### src/rtl/rac64_pkg.sv
// Shared constants for the rotating Adler-style 64-bit checksum.
package rac64_pkg;

  // Action codes carried on the input channel
  localparam logic ActAbsorb = 1'b0;
  localparam logic ActFinish = 1'b1;

  // Adler modulus
  localparam logic [15:0] AdlerMod = 16'd65521;

  // Seed values, loaded at reset and after every finish
  localparam logic [15:0] SeedLow  = 16'hdeed;
  localparam logic [15:0] SeedHigh = 16'h4134;
  localparam logic [31:0] SeedRot  = 32'h0000_0c1f;
  localparam logic [31:0] SeedMix  = 32'h0000_4a11;

  // Last rotate phase; the phase counts 0, 1, 2 and wraps
  localparam logic [1:0] PhaseLast = 2'd2;

  // Fold a 32-bit word into 16 bits
  function automatic logic [15:0] fold16(input logic [31:0] w);
    return w[31:16] ^ w[15:0];
  endfunction

  // Digest of the seed state, i.e. of an empty message
  localparam logic [63:0] SeedDigest = {SeedMix[31:16] ^ SeedMix[15:0], SeedLow,
                                        SeedRot[31:16] ^ SeedRot[15:0], SeedHigh};

endpackage

### src/rtl/rotating_adler_checksum64.sv
// Top level of the rotating Adler-style 64-bit checksum.
//
//  Channel | Direction | Handshake              | Payload
//  --------+-----------+------------------------+------------------------------
//  in      | sink      | in_valid_i / in_stall_o  | in_action_i, in_data_byte_i
//  out     | source    | out_valid_o / out_stall_i | out_digest_o
//
// One item is taken per cycle unless a finish is held off; an absorb updates
// the state at the edge it is accepted, a finish loads its digest into the
// output register at that edge, so the digest is offered from the next cycle.
// The per-byte loop (two modular adds, a 1..3 bit rotate and a 32-bit add)
// is combinational and closes through the state registers.
// Reset (asynchronous, active low) loads the seed state and empties the
// output register.
// Absorbs are always taken. A finish is held off only while a digest sits
// in the output register and the downstream side stalls it.
module rotating_adler_checksum64 (
  input  logic        clk_i,
  input  logic        rst_ni,
  input  logic        in_valid_i,
  output logic        in_stall_o,
  input  logic        in_action_i,
  input  logic [7:0]  in_data_byte_i,
  output logic        out_valid_o,
  input  logic        out_stall_i,
  output logic [63:0] out_digest_o
);
  import rac64_pkg::*;

  // Checksum state
  logic [15:0] sum_low_q,  sum_low_d;
  logic [15:0] sum_high_q, sum_high_d;
  logic [31:0] rot_word_q, rot_word_d;
  logic [31:0] mix_word_q, mix_word_d;
  logic [1:0]  rot_phase_q, rot_phase_d;

  // Output register
  logic        out_valid_q, out_valid_d;
  logic [63:0] digest_q;

  logic        out_full_held;
  logic        in_xfer;
  logic        absorb_xfer;
  logic        finish_xfer;

  logic [16:0] low_sum;
  logic [16:0] high_sum;
  logic [15:0] low_red;
  logic [15:0] high_red;
  logic [31:0] rot_in;
  logic [31:0] rot_out;

  // Output slot busy: a digest is waiting and downstream refuses it
  assign out_full_held = out_valid_q && out_stall_i;
  assign in_stall_o    = out_full_held && (in_action_i == ActFinish);

  assign in_xfer     = in_valid_i && !in_stall_o;
  assign absorb_xfer = in_xfer && (in_action_i == ActAbsorb);
  assign finish_xfer = in_xfer && (in_action_i == ActFinish);

  // Adler sums: each add stays below twice the modulus, so one
  // conditional subtract reduces it.
  always_comb begin
    low_sum  = {1'b0, sum_low_q} + {9'd0, in_data_byte_i};
    low_red  = (low_sum >= {1'b0, AdlerMod}) ? 16'(low_sum - {1'b0, AdlerMod})
                                               : low_sum[15:0];
    high_sum = {1'b0, sum_high_q} + {1'b0, low_red};
    high_red = (high_sum >= {1'b0, AdlerMod}) ? 16'(high_sum - {1'b0, AdlerMod})
                                                : high_sum[15:0];
  end

  // Byte xor then rotate left by phase+1; phase 3 behaves as phase 2
  always_comb begin
    rot_in = rot_word_q ^ {24'd0, in_data_byte_i};
    unique case (rot_phase_q)
      2'd0:    rot_out = {rot_in[30:0], rot_in[31]};
      2'd1:    rot_out = {rot_in[29:0], rot_in[31:30]};
      default: rot_out = {rot_in[28:0], rot_in[31:29]};
    endcase
  end

  // Next state
  always_comb begin
    sum_low_d   = sum_low_q;
    sum_high_d  = sum_high_q;
    rot_word_d  = rot_word_q;
    mix_word_d  = mix_word_q;
    rot_phase_d = rot_phase_q;
    if (finish_xfer) begin
      // reseed after the digest is captured
      sum_low_d   = SeedLow;
      sum_high_d  = SeedHigh;
      rot_word_d  = SeedRot;
      mix_word_d  = SeedMix;
      rot_phase_d = '0;
    end else if (absorb_xfer) begin
      sum_low_d   = low_red;
      sum_high_d  = high_red;
      rot_word_d  = rot_out;
      mix_word_d  = (mix_word_q ^ rot_out) + {16'd0, high_red};
      rot_phase_d = (rot_phase_q >= PhaseLast) ? 2'd0 : rot_phase_q + 2'd1;
    end
  end

  // Output register: loads on a finish, empties when taken downstream
  always_comb begin
    out_valid_d = out_valid_q;
    if (finish_xfer) begin
      out_valid_d = 1'b1;
    end else if (out_valid_q && !out_stall_i) begin
      out_valid_d = 1'b0;
    end
  end

  always_ff @(posedge clk_i or negedge rst_ni) begin
    if (!rst_ni) begin
      sum_low_q   <= SeedLow;
      sum_high_q  <= SeedHigh;
      rot_word_q  <= SeedRot;
      mix_word_q  <= SeedMix;
      rot_phase_q <= '0;
      out_valid_q <= 1'b0;
    end else begin
      sum_low_q   <= sum_low_d;
      sum_high_q  <= sum_high_d;
      rot_word_q  <= rot_word_d;
      mix_word_q  <= mix_word_d;
      rot_phase_q <= rot_phase_d;
      out_valid_q <= out_valid_d;
    end
  end

  // Digest payload, no reset needed
  always_ff @(posedge clk_i) begin
    if (finish_xfer) begin
      digest_q <= {fold16(mix_word_q), sum_low_q, fold16(rot_word_q), sum_high_q};
    end
  end

  assign out_valid_o  = out_valid_q;
  assign out_digest_o = digest_q;

endmodule

### config.mk
export PLATFORM = sky130hd
export DESIGN_NAME = rotating_adler_checksum64
export DESIGN_NICKNAME = d
export VERILOG_FILES = /design/src/rtl/rac64_pkg.sv /design/src/rtl/rotating_adler_checksum64.sv
export SDC_FILE = /design/constraint.sdc
export NUM_CORES = 1
export LEC_CHECK = 0
export ABC_CLOCK_PERIOD_IN_PS = 10500
export BUFFER_PORTS_ARGS = -buffer_cell sky130_fd_sc_hd__buf_4
export CELL_PAD_IN_SITES_DETAIL_PLACEMENT = 0
export CELL_PAD_IN_SITES_GLOBAL_PLACEMENT = 1
export CORE_ASPECT_RATIO = 0.7
export CORE_UTILIZATION = 29
export DETAILED_ROUTE_END_ITERATION = 10
export GPL_TIMING_DRIVEN = 0
export HOLD_SLACK_MARGIN = 0.15
export PLACE_DENSITY = 0.56
export SLEW_MARGIN = 20
export SYNTH_ARGS = -nofsm -noshare
export SYNTH_HDL_FRONTEND = slang
export SYNTH_SLANG_ARGS = --single-unit
export TNS_END_PERCENT = 5
### constraint.sdc
create_clock -name clk_i -period 10.5 [get_ports clk_i]
set_input_delay 1.05 -clock clk_i [delete_from_list [all_inputs] [get_ports clk_i]]
set_output_delay 1.05 -clock clk_i [all_outputs]
set_load 0.05 [all_outputs]
Word-level counts from Yosys, hierarchy flattened:

Cells that the tools add are included.

* word-level logic and storage cells: 49
* register bits: 163
* input port bits: 13

* add/subtract/negate cells: 6
* $lt $le $gt $ge: 3
* equal/unequal tests: 1
* mux-type cells: 16
* reductions and logical operators: 11
* bitwise logic cells: 5

Operators with widths (number)
* 32-bit 2-to-1 mux: 4
* 16-bit 2-to-1 mux: 6
* 32-bit one-hot mux with 2 select lines: 1
* 17-bit by 16-bit greater-or-equal comparator with 1-bit output, second input constant: 2
* 32-bit by 16-bit adder with 32-bit output: 1
* 16-bit subtractor, second input constant: 2
* 16-bit XOR: 2
* 32-bit XOR: 1
* 32-bit by 8-bit XOR with 32-bit output: 1
* 16-bit by 16-bit adder with 17-bit output: 1
* 16-bit by 8-bit adder with 17-bit output: 1
* 1-bit logical AND: 6
* 2-bit 2-to-1 mux: 3
* 2-bit nonzero test: 2
* 2-bit by 1-bit adder with 2-bit output, second input constant: 1
* 2-bit by 1-bit equality test with 1-bit output, second input constant: 1
* 2-bit greater-or-equal comparator, second input constant: 1
* 1-bit zero test: 2
* 2-bit zero test: 1
* 1-bit 2-to-1 mux: 2
* 1-bit NOT: 1

Logic depth before layout (Yosys ltp):

Gate-level depths: netlist of the first run.

* word-level depth: 9
* mapped depth: 45
* gate-level depth less buffers: 41

Worst setup path after synthesis of the first run:

Ideal clock, no wire load.

* kind: input -> register
* start: input port in_data_byte_i[0]
* end: register mix_word_q[25]
* setup slack: 1186 ps
* arrival time: 9245 ps
* cell stages on the path: 41
* required time: 10431 ps
* path through: ha_1 > fa_1 > a21o_1 > a21oi_1 > o21bai_1 > a21oi_1 > o21bai_1 > a21oi_1 > nor4_1 > nor4b_1 > mux2_2 > o211ai_1 > o21a_1 > clkbuf_1 > nor4b_1 > xnor2_1 > ha_1 > a211oi_1 > [... 5 more ...] > a21boi_2 > buf_2 > or3_1 > nor3_1 > xnor2_1 > ha_1 > a21oi_1 > nor2b_1 > o21ai_0 > nand2b_1 > a21oi_1 > o21bai_1 > a21oi_1 > nor3_1 > a21o_4 > and3_4 > or4b_1 > nand3_1

* longest elaborated chain between the ends: 9
* elaborated cells between the ends (all ways): 14

Ends and longest elaborated chain
* start, declared: line rotating_adler_checksum64.sv:23 `input logic [7:0] in_data_byte_i,`
* 16-bit by 8-bit adder with 17-bit output: line rotating_adler_checksum64.sv:64 `low_sum = {1'b0, sum_low_q} + {9'd0, in_data_byte_i};`
* 16-bit subtractor or 17-bit by 16-bit greater-or-equal comparator with 1-bit output (tied branches): line rotating_adler_checksum64.sv:65 `low_red = (low_sum >= {1'b0, AdlerMod}) ? 16'(low_sum - {1'b0, AdlerMod})`
* 16-bit 2-to-1 mux: line rotating_adler_checksum64.sv:65
* 16-bit by 16-bit adder with 17-bit output: line rotating_adler_checksum64.sv:67 `high_sum = {1'b0, sum_high_q} + {1'b0, low_red};`
* 16-bit subtractor or 17-bit by 16-bit greater-or-equal comparator with 1-bit output (tied branches): line rotating_adler_checksum64.sv:68 `high_red = (high_sum >= {1'b0, AdlerMod}) ? 16'(high_sum - {1'b0, AdlerMod})`
* 16-bit 2-to-1 mux: line rotating_adler_checksum64.sv:68
* 32-bit by 16-bit adder with 32-bit output (*): line rotating_adler_checksum64.sv:100 `mix_word_d = (mix_word_q ^ rot_out) + {16'd0, high_red};`
* 32-bit 2-to-1 mux (*): line rotating_adler_checksum64.sv:96 `end else if (absorb_xfer) begin`
* 32-bit 2-to-1 mux (*): line rotating_adler_checksum64.sv:89 `if (finish_xfer) begin`
* end signal, assigned: line rotating_adler_checksum64.sv:120 `mix_word_q <= SeedMix;`
* end signal, assigned: line rotating_adler_checksum64.sv:127 `mix_word_q <= mix_word_d;`
* end, declared: line rotating_adler_checksum64.sv:34 `logic [31:0] mix_word_q, mix_word_d;`

Every way passes the cells marked *; elsewhere a longest branch is shown, timed or not. The select of a mux whose other input is x is not followed.
A chain may end at the register's enable or synchronous reset.

Final worst setup path of the first run:

* start: input port in_data_byte_i[1]
* end: register mix_word_q[18]

Same word-level chain as after synthesis.

==> impl_metrics.json, run 1 <==
{
  "track_usage": 0.1968,
  "grt_pass1_vias": 8439,
  "cts_tree": "done",
  "globalplace.congestion": 0.8433,
  "dp_hpwl_mm": 27.49,
  "cts_buffers": 17,
  "num-fill-cells": 3696,
  "setup_viol": 0,
  "drive_above_1_share": 0.1599,
  "crit_fanout": 10,
  "netlist_instances": 1143,
  "synth_ff_type": "dfrtp_1",
  "drt_pass1_iterations": 5,
  "worst_pin_slew_ns": 1.070,
  "root_buffer": "clkbuf_16",
  "ys_types": 82,
  "hold_path_class": "register to register",
  "crit_start": "in_data_byte_i[1]",
  "ant_nets": 0,
  "max_freq_mhz": 100.5,
  "start_util": 0.2972,
  "clockBufferDepth": 2,
  "drt-total-wl_mm": 36.14,
  "max-slew-margin-rel": 0.2868,
  "ios": 79,
  "ys_ff_latch": 163,
  "cp_slowest_stage_delay_ns": 0.46,
  "h-tree-depth": 4,
  "grt_max_degree": 71,
  "post-route-period-util": 0.9473,
  "yosysWarnings": 0,
  "crit_path_start_kind": "input pin",
  "endpoint_kind": "register",
  "worstHoldStart": "sum_low_q[13]",
  "dr_wl_met3_mm": 1.598,
  "nets": 1306,
  "holdPathEnd": "out_digest_o[45]",
  "syn_area_sq_mm": 0.01076,
  "rr_worst_depth": 41,
  "ff2ff_setup_slack_ns": 0.84,
  "maxSlewViolCount": 0,
  "synth_area_per_cell_sq_um": 9.416,
  "multi_input_area_sq_mm": 0.006125,
  "grt_pass1_wl_mm": 54.68,
  "arrival_ns": 10.26,
  "required_ns": 10.81,
  "clk_pin_slew_ns": 0.07,
  "ys_seq_area_frac": 0.4121,
  "detail_route.wl_per_cell_um": 20.78,
  "die_h_um": 163.2,
  "crit_type": "input pin to register",
  "hold_depth": 0,
  "outcome": "finished, final reports clean",
  "wl_met1_mm": 20.43,
  "period_minus_slack_ns": 9.947,
  "coreArea_sq_mm": 0.03621,
  "cts.sinks": 163,
  "rsz0062_at_grt": "no",
  "hold_viol": 0,
  "vias_per_cell": 5.130,
  "rr_endpoint": "mix_word_q[18]",
  "drt_drc_violations_left": 0,
  "clk_latency_ns": 0.45,
  "wl_met2_mm": 13.77,
  "finalClockSkew_ns": 0.01213,
  "seq_area_sq_mm": 0.004436,
  "die_area_sq_mm": 0.03790,
  "area_growth_pct": 18.43,
  "synth_edf_count": 64,
  "synthArstFlopShare": 0.6074,
  "worstReg2RegStart": "sum_low_q[0]",
  "dr.first_iter.drc_count": 767,
  "hold_buffers": 0,
  "synth.net_count": 1205,
  "portBuffers": 78,
  "grt_overflow": 0,
  "row_count": 58,
  "die_w_um": 232.3,
  "setup_tns_ns": 0,
  "highest_layer": "met4",
  "maxCapViolCount": 0,
  "worst_path_max_delay_cell": "or3_4",
  "grt_antenna_before_repair": 0,
  "num_vias": 8921
}
-- logic make-up after synthesis --
group	count (synthesis)	synth area share
flip-flops	163	0.4121
AO/OA/AOI/OAI	311	0.1893
multiplexers	34	0.03185
adder cells (fa/ha/maj)	50	0.05999
AND/OR/NAND/NOR	365	0.1698
XOR/XNOR	127	0.1033
buffers and inverters	93	0.03360
-- routing by layer --
metal  track usage  vias to the layer above
li1              -                     4367
met3       0.03369                       19
met1        0.3235                     4327
met5             0                        -
met2        0.2555                      208
met4       0.04426                        0
-- timing repair --
item,CTS,global route
resized for setup,9,22
endpoints found under the setup margin,22,16
pin swaps,0,4
gates cloned,0,0
setup buffers,1,3
-- critical path: cells and delay by family --
family	cells	cell delay (ns)
simple gates	8	2.02
fa+ha+maj	4	1.19
buf+inv	5	0.82
mux	2	0.58
compound gates	20	3.97
xor+xnor	3	0.60
-- layout by cell type, fill, tap and decap left out, types with 5 or more instances in the layout --
cell type  count
clkbuf_1      39
clkbuf_16     17
mux2i_1       32
and2_1        12
a22o_1        17
a21oi_2        5
nor3b_1        6
o21bai_1       8
a31oi_1        5
xnor2_1       64
or2_2          7
nand3_1       18
nand2b_1      14
nor3_1        31
and3_1         9
dfstp_2       29
buf_1          8
o211ai_1       8
xor2_1        60
nor2_1        95
o22a_1        11
nor4_1         8
edfxtp_1      64
nor2b_1        6
nand2_1      104
inv_1         38
o21ai_0       87
a211oi_1      10
o31ai_1        6
ha_1          45
dfrtp_1       70
a21oi_1       83
a21o_1        19
buf_4         81
nand4_1       10
-- synthesized netlist by cell type (all sizes together) (6+ instances only) --
| cell type | n | area, sq um |
|---|---|---|
| o22a | 11 | 96.34 |
| nor2 | 96 | 360.4 |
| nand3 | 18 | 90.09 |
| and3 | 11 | 73.82 |
| edfxtp | 64 | 1922 |
| o21ai | 91 | 459.2 |
| mux2i | 32 | 320.3 |
| nand2 | 104 | 390.4 |
| o31ai | 7 | 57.55 |
| nor4 | 10 | 62.56 |
| or2 | 7 | 43.79 |
| buf | 13 | 61.31 |
| a21oi | 89 | 456.7 |
| dfrtp | 70 | 1752 |
| nor3b | 6 | 45.04 |
| nand4 | 10 | 62.56 |
| xor2 | 60 | 525.5 |
| dfstp | 29 | 762.0 |
| nor2b | 6 | 37.54 |
| a21o | 20 | 157.6 |
| a22o | 17 | 148.9 |
| a211oi | 12 | 90.09 |
| nor3 | 34 | 170.2 |
| o211ai | 8 | 60.06 |
| nand2b | 14 | 87.58 |
| xnor2 | 67 | 586.8 |
| inv | 38 | 142.6 |
| o21bai | 10 | 75.07 |
| ha | 46 | 575.6 |
| and2 | 12 | 75.07 |
| clkbuf | 41 | 153.9 |
-- metrics by stage --
stage / utilization / area [sq um] / hold slack (ns) / setup slack (ns) / std cells
6_report: 0.3520 / 12750 / 0.4547 / 0.5529 / 1739
5_1_grt: 0.3518 / 12740 / 0.4675 / 0.008190 / 1737
4_1_cts: 0.3487 / 12630 / 0.4549 / 0.04623 / 1735
3_5_place_dp: 0.3317 / 12010 / 0.4373 / -1.354 / 1703
3_3_place_gp: 0.3300 / 11950 / 0.4366 / -1.277 / 1701
2_1_floorplan: - / 10760 / 0.4231 / 1.186 / 1143
-- how the worst max path moves through the flow --
stage | endpoint | slack [ns] | cells after the start
finish | mix_word_q[18] | 0.55 | 42
global route | mix_word_q[18] | 0.008 | 43
CTS | mix_word_q[18] | 0.05 | 43
detailed placement | mix_word_q[18] | -1.35 | 42
global placement | mix_word_q[29] | -1.28 | 43
floorplan | mix_word_q[25] | 1.19 | 41
-- registers in the layout, summed over array words and instances (netlist names) --
name / flops
sum_low_q: 16
rot_phase_q: 2
rot_word_q: 32
mix_word_q: 32
sum_high_q: 16
out_valid_o: 1
out_digest_o: 64
-- final cells by class --
type	count	area share
Multi-Input combinational cell	887	0.4805
Clock inverter	14	0.01011
Antenna cell	2	0.0003927
Sequential cell	163	0.3480
Inverter	39	0.01149
Buffer	52	0.01639
Timing Repair Buffer	84	0.05232
Clock buffer	18	0.03367
Tap cell	480	0.04712
Power of run 1 is left out: the tool's default activity adds up to more than one toggle a clock period on the data nets, which glitch-free logic cannot reach.
==> inputs of run 2 (changes only) <==
--- a/config.mk
+++ b/config.mk
@@ -10,11 +10,12 @@
 export CELL_PAD_IN_SITES_DETAIL_PLACEMENT = 0
 export CELL_PAD_IN_SITES_GLOBAL_PLACEMENT = 1
 export CORE_ASPECT_RATIO = 0.7
-export CORE_UTILIZATION = 29
+export CORE_UTILIZATION = 45
 export DETAILED_ROUTE_END_ITERATION = 10
 export GPL_TIMING_DRIVEN = 0
 export HOLD_SLACK_MARGIN = 0.15
-export PLACE_DENSITY = 0.56
+export MAX_ROUTING_LAYER = met4
+export PLACE_DENSITY = 0.74
 export SLEW_MARGIN = 20
 export SYNTH_ARGS = -nofsm -noshare
 export SYNTH_HDL_FRONTEND = slang
==> run 2 against run 1 <==
  * Clock skew fell by 0.0039 ns
  * Highest routed layer unchanged
  * Non-clock buffer count is 1 higher
  * Global-route usage up 8.0 points
==> impl_metrics.json, run 2 (synthesized netlist as in run 1, its figures left out) <==
{
  "row_count": 46,
  "max-slew-margin-rel": 0.3091,
  "ant_nets": 0,
  "crit_buf_inv": 6,
  "cp_common_cell": "a21oi_1",
  "drt-total-wl_mm": 32.42,
  "ios": 79,
  "drt_drc_violations_left": 0,
  "detail_route.wl_per_cell_um": 20.65,
  "nets": 1307,
  "diodes": 0,
  "grt_pass1_vias": 8141,
  "finalClockSkew_ns": 0.008185,
  "clk_pin_slew_ns": 0.07,
  "worst_pin_slew_ns": 1.036,
  "grt_overflow": 0,
  "num-fill-cells": 2078,
  "dp_hpwl_mm": 24.16,
  "h-tree-depth": 4,
  "largest_register_ff_count": 64,
  "die_area_sq_mm": 0.02455,
  "crit_fanout": 10,
  "dr_wl_met3_mm": 2.819,
  "wl_met2_mm": 12.49,
  "hold_viol": 0,
  "cts_tree": "done",
  "clockBufferDepth": 2,
  "track_usage": 0.2769,
  "die_w_um": 186.8,
  "endpoint_kind": "register",
  "crit_type": "input pin to register",
  "crit_path_start_kind": "input pin",
  "cp_slowest_stage_delay_ns": 0.45,
  "cts_buffers": 17,
  "max_freq_mhz": 100.5,
  "root_buffer": "clkbuf_16",
  "highest_layer": "met4",
  "grt_max_degree": 100,
  "die_h_um": 131.4,
  "clk_latency_ns": 0.44,
  "post-route-period-util": 0.9479,
  "final_cell_mix": "104 x nand2_1, 95 x nor2_1, 86 x o21ai_0",
  "num_vias": 9090,
  "area_growth_pct": 16.87,
  "coreArea_sq_mm": 0.02308,
  "outcome": "finished, final reports clean",
  "final_util": 0.5450,
  "drt_pass1_iterations": 6,
  "rsz0062_at_grt": "no",
  "required_ns": 10.82,
  "period_minus_slack_ns": 9.953,
  "grt_pass1_wl_mm": 49.54,
  "wl_met1_mm": 16.81,
  "critPathTopFamily": "compound AO/OA/AOI/OAI gates",
  "globalplace.congestion": 0.9148,
  "arrival_ns": 10.27,
  "maxSlewViolCount": 0,
  "setup_viol": 0,
  "final_common_cell": "nand2_1",
  "worst_path_max_delay_cell": "or3_4",
  "dr.first_iter.drc_count": 837,
  "vias_per_cell": 5.790,
  "hold_path_class": "register to register",
  "drive_above_1_share": 0.1542,
  "grt_antenna_before_repair": 0,
  "cts.sinks": 163,
  "portBuffers": 78,
  "maxCapViolCount": 0,
  "start_util": 0.4663
}
## run 2: worst paths after layout
| kind | from | endpoint | slack [ns] | cells after the start |
|---|---|---|---|---|
| setup reg to reg | sum_low_q[1] | mix_word_q[31] | 0.84 | 38 |
| hold / removal | sum_low_q[8] | out_digest_o[40] | 0.46 | 0 |
| setup / recovery | in_data_byte_i[1] | mix_word_q[31] | 0.55 | 39 |
| min in group asynchronous | rst_ni | sum_high_q[0] | 0.49 | 1 |
| hold reg to reg | sum_low_q[8] | out_digest_o[40] | 0.46 | 0 |
| max in group asynchronous | rst_ni | sum_high_q[14] | 9.27 | 2 |
## run 2: worst register-to-register path, delay by kind of cell, from the launching register on
family	cells	cell delay, ns
multiplexers	1	0.38
adder cells (fa/ha/maj)	4	1.29
AO/OA/AOI/OAI	17	3.75
flip-flops	1	0.44
XOR/XNOR	2	0.28
AND/OR/NAND/NOR	9	2.46
buffers and inverters	5	0.91
## run 2: timing repair
action	4_1_cts	5_1_grt
gates resized for setup	5	20
pin swaps	1	2
hold buffers	0	0
endpoints found under the setup margin	18	21
buffers inserted	2	2
## run 2: final cells by class
| type | instances | area, sq um | share of cell area |
|---|---|---|---|
| clock inverter | 11 | 173.9 | 0.01383 |
| tap | 312 | 390.4 | 0.03104 |
| timing repair buffer | 84 | 666.9 | 0.05302 |
| multi-input combinational | 887 | 6091 | 0.4842 |
| clock buffer | 21 | 461.7 | 0.03671 |
| inverter | 39 | 146.4 | 0.01164 |
| sequential | 163 | 4436 | 0.3526 |
| buffer | 53 | 212.7 | 0.01691 |
## run 2: through the flow
step | instances | hold WS [ns] | cell area [sq um] | setup TNS [ns] | setup WS [ns]
floorplan | 1143 | 0.4231 | 10760 | 0 | 1.186
global placement | 1533 | 0.4386 | 11740 | -18.47 | -1.123
detailed placement | 1534 | 0.4432 | 11780 | -15.17 | -0.9772
CTS | 1568 | 0.4598 | 12450 | 0 | 0.01857
global route | 1570 | 0.4756 | 12580 | 0 | 0.01808
finish | 1570 | 0.4564 | 12580 | 0 | 0.5467
## run 2: routing by layer
metal  GRT usage  up-vias
met2      0.3536      349
met5           -        -
met4     0.05601        0
met1      0.4266     4363
met3     0.07399       27
li1            -     4351
Power of run 2 is left out for the same reason.
